### config.mk
export PLATFORM = sky130hd
export DESIGN_NAME = sorted_table_insert_remove
export DESIGN_NICKNAME = d
export VERILOG_FILES = /design/src/hw/rtl/sti_pkg.sv /design/src/hw/rtl/sti_cmp.sv /design/src/hw/rtl/sorted_table_insert_remove.sv
export SDC_FILE = /design/constraint.sdc
export NUM_CORES = 1
export LEC_CHECK = 0
export BUFFER_PORTS_ARGS = -buffer_cell sky130_fd_sc_hd__buf_2
export CORE_MARGIN = 3
export CORE_UTILIZATION = 47
export CTS_CLUSTER_SIZE = 40
export DETAILED_ROUTE_END_ITERATION = 6
export GPL_ROUTABILITY_DRIVEN = 0
export PLACE_DENSITY = 0.72
export SLEW_MARGIN = 15
export SYNTH_ARGS = -nofsm -noshare
export SYNTH_HDL_FRONTEND = slang
export SYNTH_SLANG_ARGS = --single-unit
### constraint.sdc
create_clock -name clk -period 12.5 [get_ports clk]
set_input_delay 0.625 -clock clk [delete_from_list [all_inputs] [get_ports clk]]
set_output_delay 0.625 -clock clk [all_outputs]
set_load 0.1 [all_outputs]
### src/hw/rtl/sti_pkg.sv
// sti_pkg: shared types and codes for the sorted table block
// no dependencies; imported by sti_cmp, the top level and the checker
`default_nettype none
package sti_pkg;

  localparam int unsigned VALUE_W  = 32;
  localparam int unsigned STATUS_W = 2;
  localparam int unsigned POS_W    = 4;
  localparam int unsigned COUNT_W  = 5;

  localparam logic MODE_INSERT = 1'b0;
  localparam logic MODE_REMOVE = 1'b1;

  localparam logic [STATUS_W-1:0] ST_INSERTED = 2'd0;
  localparam logic [STATUS_W-1:0] ST_REMOVED  = 2'd1;
  localparam logic [STATUS_W-1:0] ST_NOTFOUND = 2'd2;
  localparam logic [STATUS_W-1:0] ST_FULL     = 2'd3;

  typedef struct packed {
    logic lt;
    logic eq;
    logic hit;
  } cmp_res_t;

endpackage
`default_nettype wire

### src/hw/rtl/sti_cmp.sv
// sti_cmp: shared compare unit for the table scan
// depends on sti_pkg
`default_nettype none
module sti_cmp (
  input  wire logic                         mode,
  input  wire logic [sti_pkg::VALUE_W-1:0]  entry,
  input  wire logic [sti_pkg::VALUE_W-1:0]  value,
  output sti_pkg::cmp_res_t                 res
);
  import sti_pkg::*;

  always_comb begin
    res.lt  = $signed(entry) < $signed(value);
    res.eq  = (entry == value);
    // insert stops at first entry not smaller, remove at first equal
    res.hit = (mode == MODE_REMOVE) ? res.eq : !res.lt;
  end

endmodule
`default_nettype wire

### src/hw/rtl/sorted_table_insert_remove.sv
// sorted_table_insert_remove: ascending table of signed words with insert and remove
// sequencing: each entry compared passes S_SCAN and S_CMP, each entry shifted passes S_UP and
//   S_UPWR or S_DN and S_DNWR, then S_DONE loads the output register; a dropped insert goes
//   straight to S_DONE; the run time is set by the shared compare unit and the single
//   read port of the table memory
// throughput: one word at a time; in_stall stays high until the result is registered,
//   the next word can be taken in the cycle after
// reset: rst (synchronous, active high) empties the table and clears the handshake;
//   table contents are not cleared, entries at or above the count are never read
`default_nettype none
module sorted_table_insert_remove #(
  parameter int unsigned CAPACITY = 16
) (
  input  wire logic                          clk,
  input  wire logic                          rst,
  input  wire logic                          in_valid,
  output      logic                          in_stall,
  input  wire logic                          mode,
  input  wire logic [sti_pkg::VALUE_W-1:0]   value,
  output      logic                          out_valid,
  input  wire logic                          out_stall,
  output      logic [sti_pkg::STATUS_W-1:0]  status,
  output      logic [sti_pkg::POS_W-1:0]     position,
  output      logic [sti_pkg::COUNT_W-1:0]   count
);
  import sti_pkg::*;

  localparam int unsigned AW = $clog2(CAPACITY);
  localparam int unsigned CW = $clog2(CAPACITY + 1);
  localparam logic [CW-1:0] FULL_CNT = CW'(CAPACITY);

  // sequencer states
  localparam logic [2:0] S_IDLE = 3'd0;
  localparam logic [2:0] S_SCAN = 3'd1;  // issue read of entry ptr
  localparam logic [2:0] S_CMP  = 3'd2;  // compare read data with value
  localparam logic [2:0] S_UP   = 3'd3;  // insert: read ptr-1 or place value
  localparam logic [2:0] S_UPWR = 3'd4;  // insert: move entry up to ptr
  localparam logic [2:0] S_DN   = 3'd5;  // remove: read ptr+1 or finish
  localparam logic [2:0] S_DNWR = 3'd6;  // remove: move entry down to ptr
  localparam logic [2:0] S_DONE = 3'd7;  // hand result to output register

  logic [2:0]          state;
  logic                mode_r;
  logic [VALUE_W-1:0]  val_r;
  logic [CW-1:0]       occupied;
  logic [CW-1:0]       ptr;
  logic [AW-1:0]       pos;
  logic [STATUS_W-1:0] res_status;
  logic [POS_W-1:0]    res_position;
  logic [COUNT_W-1:0]  res_count;

  // table memory, one read and one write port
  logic [VALUE_W-1:0]  mem [CAPACITY];
  logic [VALUE_W-1:0]  rd_data;
  logic                rd_en;
  logic [AW-1:0]       rd_addr;
  logic                wr_en;
  logic [AW-1:0]       wr_addr;
  logic [VALUE_W-1:0]  wr_data;

  cmp_res_t cmp;

  logic [CW-1:0] ptr_inc;
  logic [CW-1:0] ptr_dec;
  logic          at_end;
  logic          at_pos;
  logic          dn_last;
  logic          out_load;

  assign ptr_inc = ptr + 1'b1;
  assign ptr_dec = ptr - 1'b1;
  assign at_end  = (ptr == occupied);
  assign at_pos  = (ptr == CW'(pos));
  assign dn_last = (ptr_inc >= occupied);

  // result moves into the output register once that register is free
  assign out_load = (state == S_DONE) && (!out_valid || !out_stall);

  assign in_stall = (state != S_IDLE);

  sti_cmp u_cmp (
    .mode  (mode_r),
    .entry (rd_data),
    .value (val_r),
    .res   (cmp)
  );

  // memory strobes follow the sequencer state
  always_comb begin
    rd_en   = 1'b0;
    rd_addr = ptr[AW-1:0];
    wr_en   = 1'b0;
    wr_addr = ptr[AW-1:0];
    wr_data = rd_data;
    unique case (state)
      S_SCAN: begin
        rd_en = !at_end;
      end
      S_UP: begin
        rd_en   = !at_pos;
        rd_addr = ptr_dec[AW-1:0];
        // value lands in its slot once everything above has moved up
        wr_en   = at_pos;
        wr_addr = pos;
        wr_data = val_r;
      end
      S_UPWR: begin
        wr_en = 1'b1;
      end
      S_DN: begin
        rd_en   = !dn_last;
        rd_addr = ptr_inc[AW-1:0];
      end
      S_DNWR: begin
        wr_en = 1'b1;
      end
      default: begin
      end
    endcase
  end

  always_ff @(posedge clk) begin
    if (rd_en) begin
      rd_data <= mem[rd_addr];
    end
    if (wr_en) begin
      mem[wr_addr] <= wr_data;
    end
  end

  // sequencer
  always_ff @(posedge clk) begin
    if (rst) begin
      state     <= S_IDLE;
      occupied  <= '0;
      out_valid <= 1'b0;
    end else begin
      if (out_load) begin
        out_valid <= 1'b1;
      end else if (out_valid && !out_stall) begin
        out_valid <= 1'b0;
      end
      unique case (state)
        S_IDLE: begin
          if (in_valid) begin
            mode_r <= mode;
            val_r  <= value;
            ptr    <= '0;
            if (mode == MODE_INSERT && occupied == FULL_CNT) begin
              // full table, insert dropped
              res_status   <= ST_FULL;
              res_position <= '0;
              res_count    <= COUNT_W'(occupied);
              state        <= S_DONE;
            end else begin
              state <= S_SCAN;
            end
          end
        end
        S_SCAN: begin
          if (at_end) begin
            if (mode_r == MODE_INSERT) begin
              // append after all entries
              pos   <= ptr[AW-1:0];
              state <= S_UP;
            end else begin
              res_status   <= ST_NOTFOUND;
              res_position <= '0;
              res_count    <= COUNT_W'(occupied);
              state        <= S_DONE;
            end
          end else begin
            state <= S_CMP;
          end
        end
        S_CMP: begin
          if (cmp.hit) begin
            pos <= ptr[AW-1:0];
            if (mode_r == MODE_INSERT) begin
              ptr   <= occupied;
              state <= S_UP;
            end else begin
              state <= S_DN;
            end
          end else begin
            ptr   <= ptr_inc;
            state <= S_SCAN;
          end
        end
        S_UP: begin
          if (at_pos) begin
            occupied     <= occupied + 1'b1;
            res_status   <= ST_INSERTED;
            res_position <= POS_W'(pos);
            res_count    <= COUNT_W'(occupied + 1'b1);
            state        <= S_DONE;
          end else begin
            state <= S_UPWR;
          end
        end
        S_UPWR: begin
          ptr   <= ptr_dec;
          state <= S_UP;
        end
        S_DN: begin
          if (dn_last) begin
            occupied     <= occupied - 1'b1;
            res_status   <= ST_REMOVED;
            res_position <= POS_W'(pos);
            res_count    <= COUNT_W'(occupied - 1'b1);
            state        <= S_DONE;
          end else begin
            state <= S_DNWR;
          end
        end
        S_DNWR: begin
          ptr   <= ptr_inc;
          state <= S_DN;
        end
        S_DONE: begin
          // wait until the output register is free
          if (out_load) begin
            status   <= res_status;
            position <= res_position;
            count    <= res_count;
            state    <= S_IDLE;
          end
        end
        default: begin
          state <= S_IDLE;
        end
      endcase
    end
  end

endmodule
`default_nettype wire

==> flow_summary.ini <==
[synthesis]
ys_ff_latch = 617
syn-num-nets = 1410
ys.flop_type = edfxtp_1
ys_seq_area_share_pct = 73.68
synth_edf_count = 608
syn_inst = 1331
async_flop_share_pct = 0
ys_types = 57
synth_area_um2 = 25030
avgSynthCellArea_um2 = 18.80
yosys_warnings = 0

[worst_hold_path]
hp-start = value[29]
hold_depth = 1
hold_path_class = in -> reg

[sta]
hold_violations = 0
final.setup.tns_ns = 0
tightest_slew_ns = 1.135
fmax_mhz = 181.9
setup_viol_count_final = 0
rsz0062_at_grt = false
fin_crit_sh_pct = 43.99
whs_ns = 0.1763
period_minus_slack_ns = 5.499
fin_skew_ns = 0.03228
slew_viol_final = 0
relSlewSlack_pct = 24.19

[drt]
viasPerCell = 5.854
drc = 0
wl_per_cell_um = 24.38
ant_nets = 0
vias = 12670
dr.pass1.iters = 5
drt-total-wl_um = 52790
first_iter_violations = 1466

[finish]
nets = 1515
final_common_cell = edfxtp_1
multi_input_area_um2 = 6251
drive_gt1_share_pct = 23.84
fillers = 3940
antenna_cells = 0
regArea_um2 = 18440
final_cell_mix = 608 x edfxtp_1, 128 x mux4_2, 63 x clkbuf_16
area_delta_synth_final_pct = 13.21
design_area_um2 = 28330

[clock_network]
cts.htree.levels = 2
postCtsSetupRepairBufs = 0
clkSinkCount = 617
cts_made_buffers = 61
cts_max_path_buffers = 3
cts_tree = built
path_clk_slew_ns = 0.06
ctsResizeCount = 0
cts-root-buf = clkbuf_16
cts_hold_buf = 0
clock_latency_ns = 0.62

[worst_setup_path]
startpoint_type = register
r2r_start = state[1]$_SDFFE_PP0P_
cpPeakStageDelay_ns = 0.87
slowest_stage = buf_4
crit_top_cell = buf_4
path_class = reg -> reg
cp.arrival_ns = 5.83
timing.rr.end = rd_data[26]$_DFFE_PP_
path_cells = nand3b_1 -> a211oi_1 -> a31oi_4 -> buf_4 -> buf_4 -> buf_4 -> mux4_2 -> nor2b_1 -> a211oi_1 -> a21oi_1
path_depth = 10
cp_max_fo = 49
rrSetupSlack_ns = 7.00
cp.required_ns = 12.83
worst-path-buf-inv = 3
endpoint_kind = register
endpoint = rd_data[26]$_DFFE_PP_
rr_worst_depth = 10
critical-path-top-delay-family = buffers and inverters
crit_start = state[1]$_SDFFE_PP0P_

[placement]
placed_area_um2 = 26420
io_buffer_count = 49
dp_hpwl_um = 27750

[die]
start_util_pct = 48.10
rows = 83
ios = 50
die_y_um = 236.8
coreArea_um2 = 52030
die_w_um = 236.8
dieArea_um2 = 56050

[global_route]
grt-ovfl-total = 0
antenna_found_initial = 0
grt_max_degree = 65
grt_first_pass_wirelength_um = 80830
grt_pass1_vias = 12830
gr-usage-all-layers_pct = 19.08

[power_and_ir_drop]
powerDensity_nw_per_um2 = 199.6
ir_drop_mv = 0.1089
leakage_nw = 9.307

[outcome]
status = finished clean

[run]
drv_cap = 0
==> sequential cells by signal, indices dropped and copies added, names as in the netlist, 5 cells and up <==
| name | count |
|---|---|
| mem | 512 |
| rd_data | 32 |
| val_r | 32 |
| count | 5 |
| occupied | 5 |
| ptr | 5 |
| res_count | 5 |
==> worst min-delay path by stage <==
stage / endpoint / slack, ns
floorplan: count[0]$_DFFE_PP_ / 0.40
global placement: position[0]$_DFFE_PP_ / 0.41
detailed placement: status[1]$_DFFE_PP_ / 0.41
CTS: val_r[20]$_DFFE_PP_ / 0.14
global route: val_r[30]$_DFFE_PP_ / 0.15
finish: val_r[29]$_DFFE_PP_ / 0.18
==> synth_stat cells, drive strengths merged (4+ instances only) <==
library cell,n,share of area (%)
edfxtp,608,73
mux4,128,12
a21oi,54,1.1
nand2,53,0.80
inv,46,0.69
o21ai,46,0.92
ha,42,2.1
buf,39,0.94
a211oi,37,1.1
mux2i,35,1.4
nor2,35,0.52
nor2b,34,0.85
clkbuf,29,0.43
xnor2,19,0.66
nand3,17,0.34
nand4,11,0.28
nor3,10,0.20
dfxtp,9,0.72
a31oi,7,0.17
a21o,6,0.18
o211ai,6,0.18
nand2b,5,0.12
nor3b,5,0.15
nor4,4,0.10
or3,4,0.12
==> stage by stage <==
| step | std cells | utilization, % | power, W | setup slack, ns |
|---|---|---|---|---|
| finish | 2165 | 54.45 | 0.005656 | 7.001 |
| global route | 2165 | 54.45 | 0.005915 | 6.364 |
| CTS | 2165 | 54.45 | 0.005705 | 6.834 |
| detailed placement | 2053 | 50.77 | 0.003949 | 6.865 |
| global placement | 2053 | 50.77 | 0.003913 | 7.001 |
| floorplan | 1331 | - | 0.003613 | 7.746 |
==> layer usage <==
metal / GRT usage (%) / vias to the layer above / wire [µm]
met5: 0 / - / 0
met4: 4.636 / 0 / 1061
met3: 3.308 / 75 / 3500
met2: 31.47 / 426 / 26110
met1: 26.78 / 6586 / 22110
li1: - / 5586 / -
==> cell families (layout without fill, tap and decap cells) <==
group,after synthesis,in the layout,share of synthesized area (%)
simple gates,197,197,4.060
buf+inv,114,268,2.070
mux,164,164,12.96
compound gates,175,175,4.360
flops,617,617,73.68
fa+ha+maj,42,42,2.100
xor+xnor,22,22,0.7700
==> where the power goes <==
group / leakage [nW] / internal, W / switching [W] / total [W]
sequential: 5.56 / 0.00257 / 0.0000557 / 0.00263
combinational: 2.82 / 0.000549 / 0.000725 / 0.00127
clock: 0.924 / 0.00101 / 0.000749 / 0.00176
==> layout make-up <==
| type | count | area share (%) |
|---|---|---|
| Clock buffer | 82 | 5.851 |
| Clock inverter | 30 | 0.9141 |
| Inverter | 46 | 0.6094 |
| Multi-Input combinational cell | 600 | 22.06 |
| Sequential cell | 617 | 65.08 |
| Tap cell | 680 | 3.003 |
| Timing Repair Buffer | 110 | 2.482 |
Power figures use the tool's default switching activity.
